File: config.mk
export PLATFORM = sky130hd
export DESIGN_NAME = tiff_ifd_rating_tag_scanner_unit_flat
export DESIGN_NICKNAME = d
export VERILOG_FILES = /design/src/hw/rtl/tifrt_pkg.sv /design/src/hw/rtl/tifrt_if.sv /design/src/hw/rtl/tiff_ifd_rating_tag_scanner_unit.sv /design/src/flat_wrapper.sv
export SDC_FILE = /design/constraint.sdc
export NUM_CORES = 1
export LEC_CHECK = 0
export ABC_CLOCK_PERIOD_IN_PS = 8200
export BUFFER_PORTS_ARGS = -buffer_cell sky130_fd_sc_hd__buf_2
export CAP_MARGIN = 20
export CORE_ASPECT_RATIO = 0.8
export CORE_MARGIN = 2
export CORE_UTILIZATION = 62
export DETAILED_ROUTE_END_ITERATION = 8
export PLACE_DENSITY = 0.78
export RECOVER_POWER = 100
export SLEW_MARGIN = 20
export SYNTH_ARGS = -nofsm -noshare
export SYNTH_HDL_FRONTEND = slang
export SYNTH_SLANG_ARGS = --single-unit
File: constraint.sdc
create_clock -name clk -period 8.2 [get_ports clk]
set_input_delay 1.64 -clock clk [delete_from_list [all_inputs] [get_ports clk]]
set_output_delay 1.64 -clock clk [all_outputs]
set_load 0.02 [all_outputs]
File: src/hw/rtl/tifrt_pkg.sv
// shared types and constants for the tiff ifd rating tag scanner
package tifrt_pkg;

  // directory limits and the tag being looked for
  localparam int unsigned MAX_ENTRIES = 4096;
  localparam logic [15:0] RATING_TAG  = 16'h4746;
  localparam int unsigned ENTRY_CNT_W = $clog2(MAX_ENTRIES + 1);

  // header layout
  localparam logic [31:0] MAGIC_LE     = 32'h4949_2A00;
  localparam logic [31:0] MAGIC_BE     = 32'h4D4D_002A;
  localparam logic [31:0] FIRST_IFD    = 32'd8;
  localparam logic [31:0] MAGIC_POS    = 32'd3;
  localparam logic [31:0] IFD_PTR_POS  = 32'd7;
  localparam int unsigned ENTRY_BYTES  = 12;
  localparam int unsigned FILL_W       = $clog2(ENTRY_BYTES);

  // field types of an ifd entry
  localparam logic [15:0] TYPE_BYTE  = 16'd1;
  localparam logic [15:0] TYPE_SHORT = 16'd3;
  localparam logic [15:0] TYPE_LONG  = 16'd4;

  // configuration port
  localparam int unsigned CFG_DATA_W  = 32;
  localparam int unsigned CFG_ADDR_W  = 3;
  localparam int unsigned REG_SEL_BIT = 2;

  typedef enum logic [0:0] {
    REG_MIN_RATING = 1'b0,
    REG_MAX_RATING = 1'b1
  } reg_index_t;

  typedef enum logic [2:0] {
    ST_FOUND       = 3'd0,
    ST_BAD_MAGIC   = 3'd1,
    ST_BAD_IFD     = 3'd2,
    ST_BAD_ENTRIES = 3'd3,
    ST_TRUNCATED   = 3'd4,
    ST_NO_TAG      = 3'd5,
    ST_BAD_COUNT   = 3'd6,
    ST_BAD_TYPE    = 3'd7
  } scan_status_t;

  typedef struct packed {
    logic                rating_found;
    logic signed [7:0]   rating_value;
    scan_status_t        scan_status;
  } result_t;

endpackage

File: src/hw/rtl/tifrt_if.sv
// valid/ready channel interfaces for byte input and scan results
interface tifrt_in_if;
  logic       valid;
  logic       ready;
  logic [7:0] data_byte;
  logic       end_of_file;

  modport source(output valid, data_byte, end_of_file, input ready);
  modport sink(input valid, data_byte, end_of_file, output ready);
endinterface

interface tifrt_out_if;
  import tifrt_pkg::*;

  logic              valid;
  logic              ready;
  logic              rating_found;
  logic signed [7:0] rating_value;
  scan_status_t      scan_status;

  modport source(output valid, rating_found, rating_value, scan_status, input ready);
  modport sink(input valid, rating_found, rating_value, scan_status, output ready);
endinterface

File: src/hw/rtl/tiff_ifd_rating_tag_scanner_unit.sv
// tiff ifd rating tag scanner: byte parser, range registers and result buffer
// a result enters the output buffer with the transfer of the byte that decides it
// throughput: one byte per cycle unless the buffer is full; one parse update per byte
// results go through a two-entry output buffer, so bytes keep flowing while a result waits
// reset (rst_n low, synchronous): parser back at offset 0, buffer empty, min 0, max 5
// the byte after an end_of_file byte starts a new file; registers keep their values
module tiff_ifd_rating_tag_scanner_unit (
  input  logic                                clk,
  input  logic                                rst_n,
  tifrt_in_if.sink                            in_chan,
  tifrt_out_if.source                         out_chan,
  input  logic                                cfg_psel,
  input  logic                                cfg_penable,
  input  logic                                cfg_pwrite,
  input  logic [tifrt_pkg::CFG_ADDR_W-1:0]    cfg_paddr,
  input  logic [tifrt_pkg::CFG_DATA_W-1:0]    cfg_pwdata,
  output logic [tifrt_pkg::CFG_DATA_W-1:0]    cfg_prdata,
  output logic                                cfg_pready
);
  import tifrt_pkg::*;

  typedef enum logic [2:0] {
    PH_HEADER,
    PH_SKIP,
    PH_COUNT,
    PH_ENTRY,
    PH_DONE
  } phase_t;

  localparam logic [FILL_W-1:0] FILL_LAST = FILL_W'(ENTRY_BYTES - 1);

  // byte-order aware field assembly
  function automatic logic [15:0] get16(input logic le, input logic [7:0] b0,
                                        input logic [7:0] b1);
    return le ? {b1, b0} : {b0, b1};
  endfunction

  function automatic logic [31:0] get32(input logic le, input logic [7:0] b0,
                                        input logic [7:0] b1, input logic [7:0] b2,
                                        input logic [7:0] b3);
    return le ? {b3, b2, b1, b0} : {b0, b1, b2, b3};
  endfunction

  // ---------------------------------------------------------------------------
  // configuration registers
  // ---------------------------------------------------------------------------
  logic signed [7:0] min_rating_r;
  logic signed [7:0] max_rating_r;
  logic              cfg_write;
  reg_index_t        cfg_sel;

  assign cfg_pready = 1'b1;
  assign cfg_write  = cfg_psel & cfg_penable & cfg_pwrite & cfg_pready;
  assign cfg_sel    = reg_index_t'(cfg_paddr[REG_SEL_BIT]);

  always_ff @(posedge clk) begin
    if (!rst_n) begin
      min_rating_r <= 8'sd0;
      max_rating_r <= 8'sd5;
    end else if (cfg_write) begin
      unique case (cfg_sel)
        REG_MIN_RATING: min_rating_r <= cfg_pwdata[7:0];
        REG_MAX_RATING: max_rating_r <= cfg_pwdata[7:0];
        default: ;
      endcase
    end
  end

  always_comb begin
    unique case (cfg_sel)
      REG_MIN_RATING: cfg_prdata = {{(CFG_DATA_W-8){min_rating_r[7]}}, min_rating_r};
      REG_MAX_RATING: cfg_prdata = {{(CFG_DATA_W-8){max_rating_r[7]}}, max_rating_r};
      default:        cfg_prdata = '0;
    endcase
  end

  // ---------------------------------------------------------------------------
  // parse state
  // ---------------------------------------------------------------------------
  phase_t                 phase_r,         phase_nxt;
  logic                   little_endian_r, little_endian_nxt;
  logic [31:0]            byte_pos_r,      byte_pos_nxt;
  logic [31:0]            header_shift_r,  header_shift_nxt;
  logic [31:0]            ifd_offset_r,    ifd_offset_nxt;
  logic [ENTRY_CNT_W-1:0] entries_total_r, entries_total_nxt;
  logic [ENTRY_CNT_W-1:0] entry_index_r,   entry_index_nxt;
  logic [FILL_W-1:0]      entry_fill_r,    entry_fill_nxt;
  scan_status_t           pending_r,       pending_nxt;
  logic [7:0]             pend_rating_r,   pend_rating_nxt;

  // bytes 0..10 of the current entry; the last byte is used straight from the input
  logic [7:0]             entry_bytes_r [ENTRY_BYTES-1];
  logic                   byte_we;

  logic                   in_fire;
  logic [7:0]             in_byte;
  logic [31:0]            shifted;
  logic [31:0]            ifd_calc;
  logic [15:0]            count16;

  // entry examination
  logic [15:0]            ent_tag;
  logic [15:0]            ent_type;
  logic [31:0]            ent_count;
  logic [31:0]            ent_value;
  logic                   ent_in_range;
  scan_status_t           exam_status;

  // result of this byte
  logic                   res_valid;
  result_t                res;

  assign in_byte  = in_chan.data_byte;
  assign shifted  = {header_shift_r[23:0], in_byte};
  assign ifd_calc = little_endian_r ? {shifted[7:0], shifted[15:8], shifted[23:16],
                                       shifted[31:24]} : shifted;
  assign count16  = get16(little_endian_r, entry_bytes_r[0], in_byte);

  assign ent_tag   = get16(little_endian_r, entry_bytes_r[0], entry_bytes_r[1]);
  assign ent_type  = get16(little_endian_r, entry_bytes_r[2], entry_bytes_r[3]);
  assign ent_count = get32(little_endian_r, entry_bytes_r[4], entry_bytes_r[5],
                           entry_bytes_r[6], entry_bytes_r[7]);

  always_comb begin
    case (ent_type)
      TYPE_BYTE:  ent_value = {24'd0, entry_bytes_r[8]};
      TYPE_SHORT: ent_value = {16'd0, get16(little_endian_r, entry_bytes_r[8],
                                            entry_bytes_r[9])};
      default:    ent_value = get32(little_endian_r, entry_bytes_r[8], entry_bytes_r[9],
                                    entry_bytes_r[10], in_byte);
    endcase
  end

  // unsigned value against signed bounds, compared as 33-bit signed numbers
  assign ent_in_range = ($signed({1'b0, ent_value}) >= 33'(min_rating_r)) &&
                        ($signed({1'b0, ent_value}) <= 33'(max_rating_r));

  always_comb begin
    exam_status = ST_NO_TAG;
    if (ent_tag == RATING_TAG) begin
      if (ent_count != 32'd1) begin
        exam_status = ST_BAD_COUNT;
      end else if (ent_type != TYPE_BYTE && ent_type != TYPE_SHORT &&
                   ent_type != TYPE_LONG) begin
        exam_status = ST_BAD_TYPE;
      end else if (ent_in_range) begin
        exam_status = ST_FOUND;
      end
    end
  end

  // next state for one byte
  always_comb begin
    phase_nxt         = phase_r;
    little_endian_nxt = little_endian_r;
    byte_pos_nxt      = (&byte_pos_r) ? byte_pos_r : byte_pos_r + 32'd1;
    header_shift_nxt  = header_shift_r;
    ifd_offset_nxt    = ifd_offset_r;
    entries_total_nxt = entries_total_r;
    entry_index_nxt   = entry_index_r;
    entry_fill_nxt    = entry_fill_r;
    pending_nxt       = pending_r;
    pend_rating_nxt   = pend_rating_r;
    byte_we           = 1'b0;
    res_valid         = 1'b0;
    res.scan_status   = ST_FOUND;
    res.rating_found  = 1'b0;
    res.rating_value  = 8'sd0;

    unique case (phase_r)
      PH_HEADER: begin
        header_shift_nxt = shifted;
        if (byte_pos_r == MAGIC_POS) begin
          if (shifted == MAGIC_LE) begin
            little_endian_nxt = 1'b1;
          end else if (shifted == MAGIC_BE) begin
            little_endian_nxt = 1'b0;
          end else begin
            res_valid       = 1'b1;
            res.scan_status = ST_BAD_MAGIC;
            phase_nxt       = PH_DONE;
          end
        end else if (byte_pos_r == IFD_PTR_POS) begin
          ifd_offset_nxt   = ifd_calc;
          header_shift_nxt = '0;
          if (ifd_calc < FIRST_IFD) begin
            res_valid       = 1'b1;
            res.scan_status = ST_BAD_IFD;
            phase_nxt       = PH_DONE;
          end else begin
            phase_nxt = (ifd_calc == FIRST_IFD) ? PH_COUNT : PH_SKIP;
          end
        end
      end
      PH_SKIP: begin
        // skip until the byte just before the directory
        if ({1'b0, byte_pos_r} + 33'd1 >= {1'b0, ifd_offset_r}) begin
          phase_nxt = PH_COUNT;
        end
      end
      PH_COUNT: begin
        if (!entry_fill_r[0]) begin
          byte_we        = 1'b1;
          entry_fill_nxt = FILL_W'(1);
        end else begin
          entry_fill_nxt    = '0;
          entries_total_nxt = count16[ENTRY_CNT_W-1:0];
          if (count16 == 16'd0 || count16 > 16'(MAX_ENTRIES)) begin
            res_valid       = 1'b1;
            res.scan_status = ST_BAD_ENTRIES;
            phase_nxt       = PH_DONE;
          end else begin
            phase_nxt = PH_ENTRY;
          end
        end
      end
      PH_ENTRY: begin
        if (entry_fill_r != FILL_LAST) begin
          byte_we        = 1'b1;
          entry_fill_nxt = entry_fill_r + FILL_W'(1);
        end else begin
          entry_fill_nxt = '0;
          // once decided, later entries are only counted
          if (pending_r == ST_NO_TAG) begin
            pending_nxt = exam_status;
            if (exam_status == ST_FOUND) begin
              pend_rating_nxt = ent_value[7:0];
            end
          end
          entry_index_nxt = entry_index_r + ENTRY_CNT_W'(1);
          if (entry_index_nxt >= entries_total_r) begin
            res_valid        = 1'b1;
            res.scan_status  = pending_nxt;
            res.rating_found = (pending_nxt == ST_FOUND);
            res.rating_value = (pending_nxt == ST_FOUND) ? pend_rating_nxt : 8'sd0;
            phase_nxt        = PH_DONE;
          end
        end
      end
      PH_DONE: ;
      default: ;
    endcase

    if (in_chan.end_of_file) begin
      // early end: nothing reported yet for this file
      if (!res_valid && phase_r != PH_DONE) begin
        res_valid        = 1'b1;
        res.scan_status  = ST_TRUNCATED;
        res.rating_found = 1'b0;
        res.rating_value = 8'sd0;
      end
      phase_nxt         = PH_HEADER;
      little_endian_nxt = 1'b0;
      byte_pos_nxt      = '0;
      header_shift_nxt  = '0;
      ifd_offset_nxt    = '0;
      entries_total_nxt = '0;
      entry_index_nxt   = '0;
      entry_fill_nxt    = '0;
      pending_nxt       = ST_NO_TAG;
      pend_rating_nxt   = '0;
    end
  end

  always_ff @(posedge clk) begin
    if (!rst_n) begin
      phase_r         <= PH_HEADER;
      little_endian_r <= 1'b0;
      byte_pos_r      <= '0;
      header_shift_r  <= '0;
      ifd_offset_r    <= '0;
      entries_total_r <= '0;
      entry_index_r   <= '0;
      entry_fill_r    <= '0;
      pending_r       <= ST_NO_TAG;
      pend_rating_r   <= '0;
    end else if (in_fire) begin
      phase_r         <= phase_nxt;
      little_endian_r <= little_endian_nxt;
      byte_pos_r      <= byte_pos_nxt;
      header_shift_r  <= header_shift_nxt;
      ifd_offset_r    <= ifd_offset_nxt;
      entries_total_r <= entries_total_nxt;
      entry_index_r   <= entry_index_nxt;
      entry_fill_r    <= entry_fill_nxt;
      pending_r       <= pending_nxt;
      pend_rating_r   <= pend_rating_nxt;
    end
  end

  // entry byte store, no reset needed
  always_ff @(posedge clk) begin
    if (in_fire && byte_we) begin
      entry_bytes_r[entry_fill_r] <= in_byte;
    end
  end

  // ---------------------------------------------------------------------------
  // two-entry result buffer: head in slot0, input stalls only when both are full
  // ---------------------------------------------------------------------------
  result_t    slot0_r;
  result_t    slot1_r;
  logic [1:0] fill_cnt_r;
  logic       push;
  logic       pop;

  assign in_chan.ready = (fill_cnt_r != 2'd2);
  assign in_fire       = in_chan.valid & in_chan.ready;
  assign push          = in_fire & res_valid;
  assign pop           = out_chan.valid & out_chan.ready;

  always_ff @(posedge clk) begin
    if (!rst_n) begin
      fill_cnt_r <= '0;
    end else begin
      fill_cnt_r <= fill_cnt_r + {1'b0, push} - {1'b0, pop};
    end
  end

  always_ff @(posedge clk) begin
    if (pop && !push) begin
      slot0_r <= slot1_r;
    end else if (push && !pop) begin
      if (fill_cnt_r == 2'd0) begin
        slot0_r <= res;
      end else begin
        slot1_r <= res;
      end
    end else if (push && pop) begin
      if (fill_cnt_r == 2'd1) begin
        slot0_r <= res;
      end else begin
        slot0_r <= slot1_r;
        slot1_r <= res;
      end
    end
  end

  assign out_chan.valid        = (fill_cnt_r != 2'd0);
  assign out_chan.rating_found = slot0_r.rating_found;
  assign out_chan.rating_value = slot0_r.rating_value;
  assign out_chan.scan_status  = slot0_r.scan_status;

endmodule

File: src/flat_wrapper.sv
// flat-port wrapper written by rule: the top's interface ports become plain ports
module tiff_ifd_rating_tag_scanner_unit_flat import tifrt_pkg::*;
  (clk, rst_n, cfg_psel, cfg_penable, cfg_pwrite, cfg_paddr, cfg_pwdata, cfg_prdata, cfg_pready, in_chan_valid, in_chan_data_byte, in_chan_end_of_file, in_chan_ready, out_chan_valid, out_chan_rating_found, out_chan_rating_value, out_chan_scan_status, out_chan_ready);
  tifrt_in_if in_chan_i ();
  tifrt_out_if out_chan_i ();
  input  logic clk;
  input  logic rst_n;
  input  logic cfg_psel;
  input  logic cfg_penable;
  input  logic cfg_pwrite;
  input  logic [tifrt_pkg::CFG_ADDR_W-1:0] cfg_paddr;
  input  logic [tifrt_pkg::CFG_DATA_W-1:0] cfg_pwdata;
  output logic [tifrt_pkg::CFG_DATA_W-1:0] cfg_prdata;
  output logic cfg_pready;
  input wire logic [$bits(in_chan_i.valid)-1:0] in_chan_valid;
  input wire logic [$bits(in_chan_i.data_byte)-1:0] in_chan_data_byte;
  input wire logic [$bits(in_chan_i.end_of_file)-1:0] in_chan_end_of_file;
  output wire logic [$bits(in_chan_i.ready)-1:0] in_chan_ready;
  output wire logic [$bits(out_chan_i.valid)-1:0] out_chan_valid;
  output wire logic [$bits(out_chan_i.rating_found)-1:0] out_chan_rating_found;
  output wire logic [$bits(out_chan_i.rating_value)-1:0] out_chan_rating_value;
  output wire logic [$bits(out_chan_i.scan_status)-1:0] out_chan_scan_status;
  input wire logic [$bits(out_chan_i.ready)-1:0] out_chan_ready;
  assign in_chan_i.valid = in_chan_valid;
  assign in_chan_i.data_byte = in_chan_data_byte;
  assign in_chan_i.end_of_file = in_chan_end_of_file;
  assign in_chan_ready = in_chan_i.ready;
  assign out_chan_valid = out_chan_i.valid;
  assign out_chan_rating_found = out_chan_i.rating_found;
  assign out_chan_rating_value = out_chan_i.rating_value;
  assign out_chan_scan_status = out_chan_i.scan_status;
  assign out_chan_i.ready = out_chan_ready;
  tiff_ifd_rating_tag_scanner_unit u_core (.clk(clk), .rst_n(rst_n), .in_chan(in_chan_i), .out_chan(out_chan_i), .cfg_psel(cfg_psel), .cfg_penable(cfg_penable), .cfg_pwrite(cfg_pwrite), .cfg_paddr(cfg_paddr), .cfg_pwdata(cfg_pwdata), .cfg_prdata(cfg_prdata), .cfg_pready(cfg_pready));
endmodule
==> out/results.txt <==
CP arrival: 6.96 ns
die width: 182 um
first-pass GRT wire length: 62200 um
htree depth: 1
crit-path max cell delay: 0.88 ns
Netlist Area Pre-Place: 15700 um2
DRC Markers: 0
Ports: 98
Slew @ Worst Pin: 2.55 ns
grt total ovfl: 0
WP buf/inv: 2
Yosys warning total: 0
TritonRoute pass-1 iters: 6
R2R setup slack: 1.76 ns
GRT Resource Usage Total: 28.7%
top cells by area, synth: edfxtp_1, dfxtp_1, ha_1
Setup Buffers After CTS: 0
pre-CTS setup slack: 1.74 ns
placement row count: 51
Synth cell types: 82
fillcell total: 1918
Pwr Density: 189 nW/um2
RSZ-0062 raised after global routing: no
Sequential Area: 6390 um2
Synth Instances: 1735
worst setup skew after layout: 0.0222 ns
outcome: complete, but fails checks
Peak VDD IR: 0.216 mV
setup TNS: 0 ns
period utilization: 80.3%
Worst-Skew Late Latency: 0.55 ns
Initial DRC Count: 1660
final worst slack: 1.62 ns
Synth-to-Final Area Change: 7.35%
crit path launch: in_chan_data_byte[3]
vias per inst: 6.30
worst path required time: 8.58 ns
Antenna Nets Post-Route: 0
setup violators final: 0
CP top delay family: compound AO/OA/AOI/OAI gates
clk slew on worst S/H paths: 0.06 ns
CTS tree: done
area of the multi-input gates: 8410 um2
asr flop ratio synth: 0%
leakage: 5.88 nW
CP Capture Type: register
port buffer count: 70
height of the chip: 146 um
Slew Viols, Final: 105
Fin. Hold Viols: 0
Post-synth EDFFs: 112
Initial Util: 63.7%
reg-to-reg endpoint: u_core.out_chan.rating_value[6]
Synth Register Bits: 263
worst hold path type: reg2reg
drt wl/cell: 18.8 um
hold wc startpoint: u_core.min_rating_r[5]
worst path cell trace: clkbuf_1 -> a22oi_1 -> o21ai_0 -> ha_1 -> nand2_1 -> o21ai_0 -> a2111oi_0 -> o22ai_1 -> o211a_1 -> nor4_4 -> clkbuf_1 -> a22oi_1 -> o2bb2ai_1
via count: 13024
type of the worst setup path: in2reg
Max Fclk: 0.152 GHz
syn nets: 1905
WHS Path Cells: 2
Min Hold Slack: 0.467 ns
Final Wtd Congestion: 0.915
Resize count post-CTS: 0
share of layout cells above drive strength 1: 5.15%
top-count cell post-synth: nand2_1
Final min period: 6.58 ns
post-synthesis sequential area ratio: 40.8%
Startpoint Class: input pin
CTS buffer count: 27
top cells by count, synth: nand2_1, dfxtp_1, ha_1
initial antenna violation count: 0
Slew headroom: -70.0%
clock buffer depth: 3
worst reg2reg path startpoint: u_core.entry_bytes_r[3][1]
dominant synthesized flop cell: dfxtp_1
final core area utilization: 68.4%
nets@finish: 1899
slowest CP cell: clkbuf_1
CTS Hold Bufs: 0
Post-Route WL: 39000 um
Yosys top cell area share: 21.5%
Core ar.: 24600 um2
Hold EP: u_core.min_rating_r[5]
hpwl dp: 26800 um
largest net degree at the start of global routing: 98
Yosys top cell by area: edfxtp_1
ant diodes: 0
clock sink count: 263
failing checks: max-capacitance violations, max-slew violations
number of max-cap violations: 3
number of global-route vias before repair: 11798
Design Power: 3.17 mW
die area: 26600 um2
r2r worst-path depth: 16
Mapped Avg Cell Area: 9.03 um2
worst-path fanout max: 22
CTS root buf: clkbuf_16
-- layout by cell type (no fill, tap or decap), types with 13 or more instances in the layout --
| master | synthesis | routed |
|---|---|---|
| inv_1 | 83 | 83 |
| a31oi_1 | 17 | 17 |
| a21boi_0 | 20 | 20 |
| a21oi_1 | 108 | 108 |
| nand2_1 | 171 | 171 |
| nor2b_1 | 102 | 102 |
| a211oi_1 | 21 | 21 |
| xor2_1 | 22 | 22 |
| nand2b_1 | 15 | 15 |
| mux2i_1 | 45 | 45 |
| clkbuf_1 | 78 | 64 |
| nor3_1 | 52 | 50 |
| and2_0 | 2 | 20 |
| a21o_1 | 13 | 13 |
| nand4_1 | 42 | 42 |
| nand3_1 | 61 | 61 |
| nor2_1 | 83 | 83 |
| xnor2_1 | 22 | 22 |
| dfxtp_1 | 151 | 150 |
| edfxtp_1 | 112 | 112 |
| buf_2 | 7 | 14 |
| clkbuf_16 | 0 | 27 |
| a22oi_1 | 49 | 49 |
| ha_1 | 119 | 119 |
| o21ai_0 | 80 | 84 |
| nor4_1 | 38 | 38 |
| and3_1 | 19 | 19 |
-- kinds of logic after synthesis --
kind of cell               Yosys count  synth area share, %
AOI/OAI and AO/OA                  391                 16.1
other                                1               0.0239
and+or+nand+nor                    665                 22.3
muxes                               50                 3.26
buffers and inverters              202                 5.55
DFF                                263                 40.8
xor gates and xnor gates            44                 2.46
adders and majority gates          119                 9.51
-- tightest hold or removal path, stage by stage (launching register included) --
cell      delay [ns]
dfxtp_1         0.31
nand2_1         0.05
a21boi_0        0.06
-- per-layer routing --
layer / wire [um] / global-route usage [%]
met1: 18600 / 44.9
met2: 16400 / 42.0
met3: 3430 / 4.79
met4: 593 / 5.33
met5: 0 / 0
-- registers in the layout (all words and copies together), names as in the netlist, 12 cells and up --
name and cells:
u_core.ifd_offset_r 32, u_core.entry_bytes_r 88, u_core.byte_pos_r 32, u_core.entries_total_r 13
u_core.slot1_r 12, u_core.entry_index_r 13, u_core.header_shift_r 24
-- metrics by stage --
step                cell area (um2)  cells
finish                        16800   2067
global route                  16800   2067
CTS                           16900   2066
detailed placement            16000   2017
global placement              16000   2017
floorplan                     15700   1735
-- how the worst max path moves through the flow --
| stage | depth (start not counted) | end |
|---|---|---|
| finish | 13 | u_core.out_chan.rating_value[6] |
| global route | 13 | u_core.out_chan.rating_value[6] |
| CTS | 15 | u_core.out_chan.rating_value[6] |
| detailed placement | 12 | u_core.out_chan.rating_value[6] |
| global placement | 12 | u_core.out_chan.rating_value[6] |
| floorplan | 4 | cfg_prdata[10] |
-- area by class of cell --
type | count | share of cell area [%]
Timing Repair Buffer | 83 | 2.11
Clock inverter | 20 | 1.52
Multi-Input combinational cell | 1270 | 50.0
Tap cell | 318 | 2.37
Inverter | 84 | 1.88
Sequential cell | 263 | 38.0
Clock buffer | 29 | 4.06
-- power by group --
| group | leakage [nW] | switching (mW) | internal, mW |
|---|---|---|---|
| Sequential | 2.24 | 0.0289 | 1.42 |
| Clock | 0.462 | 0.530 | 0.791 |
| Combinational | 3.18 | 0.288 | 0.118 |
Note: power is estimated with default switching activity, not from simulation.
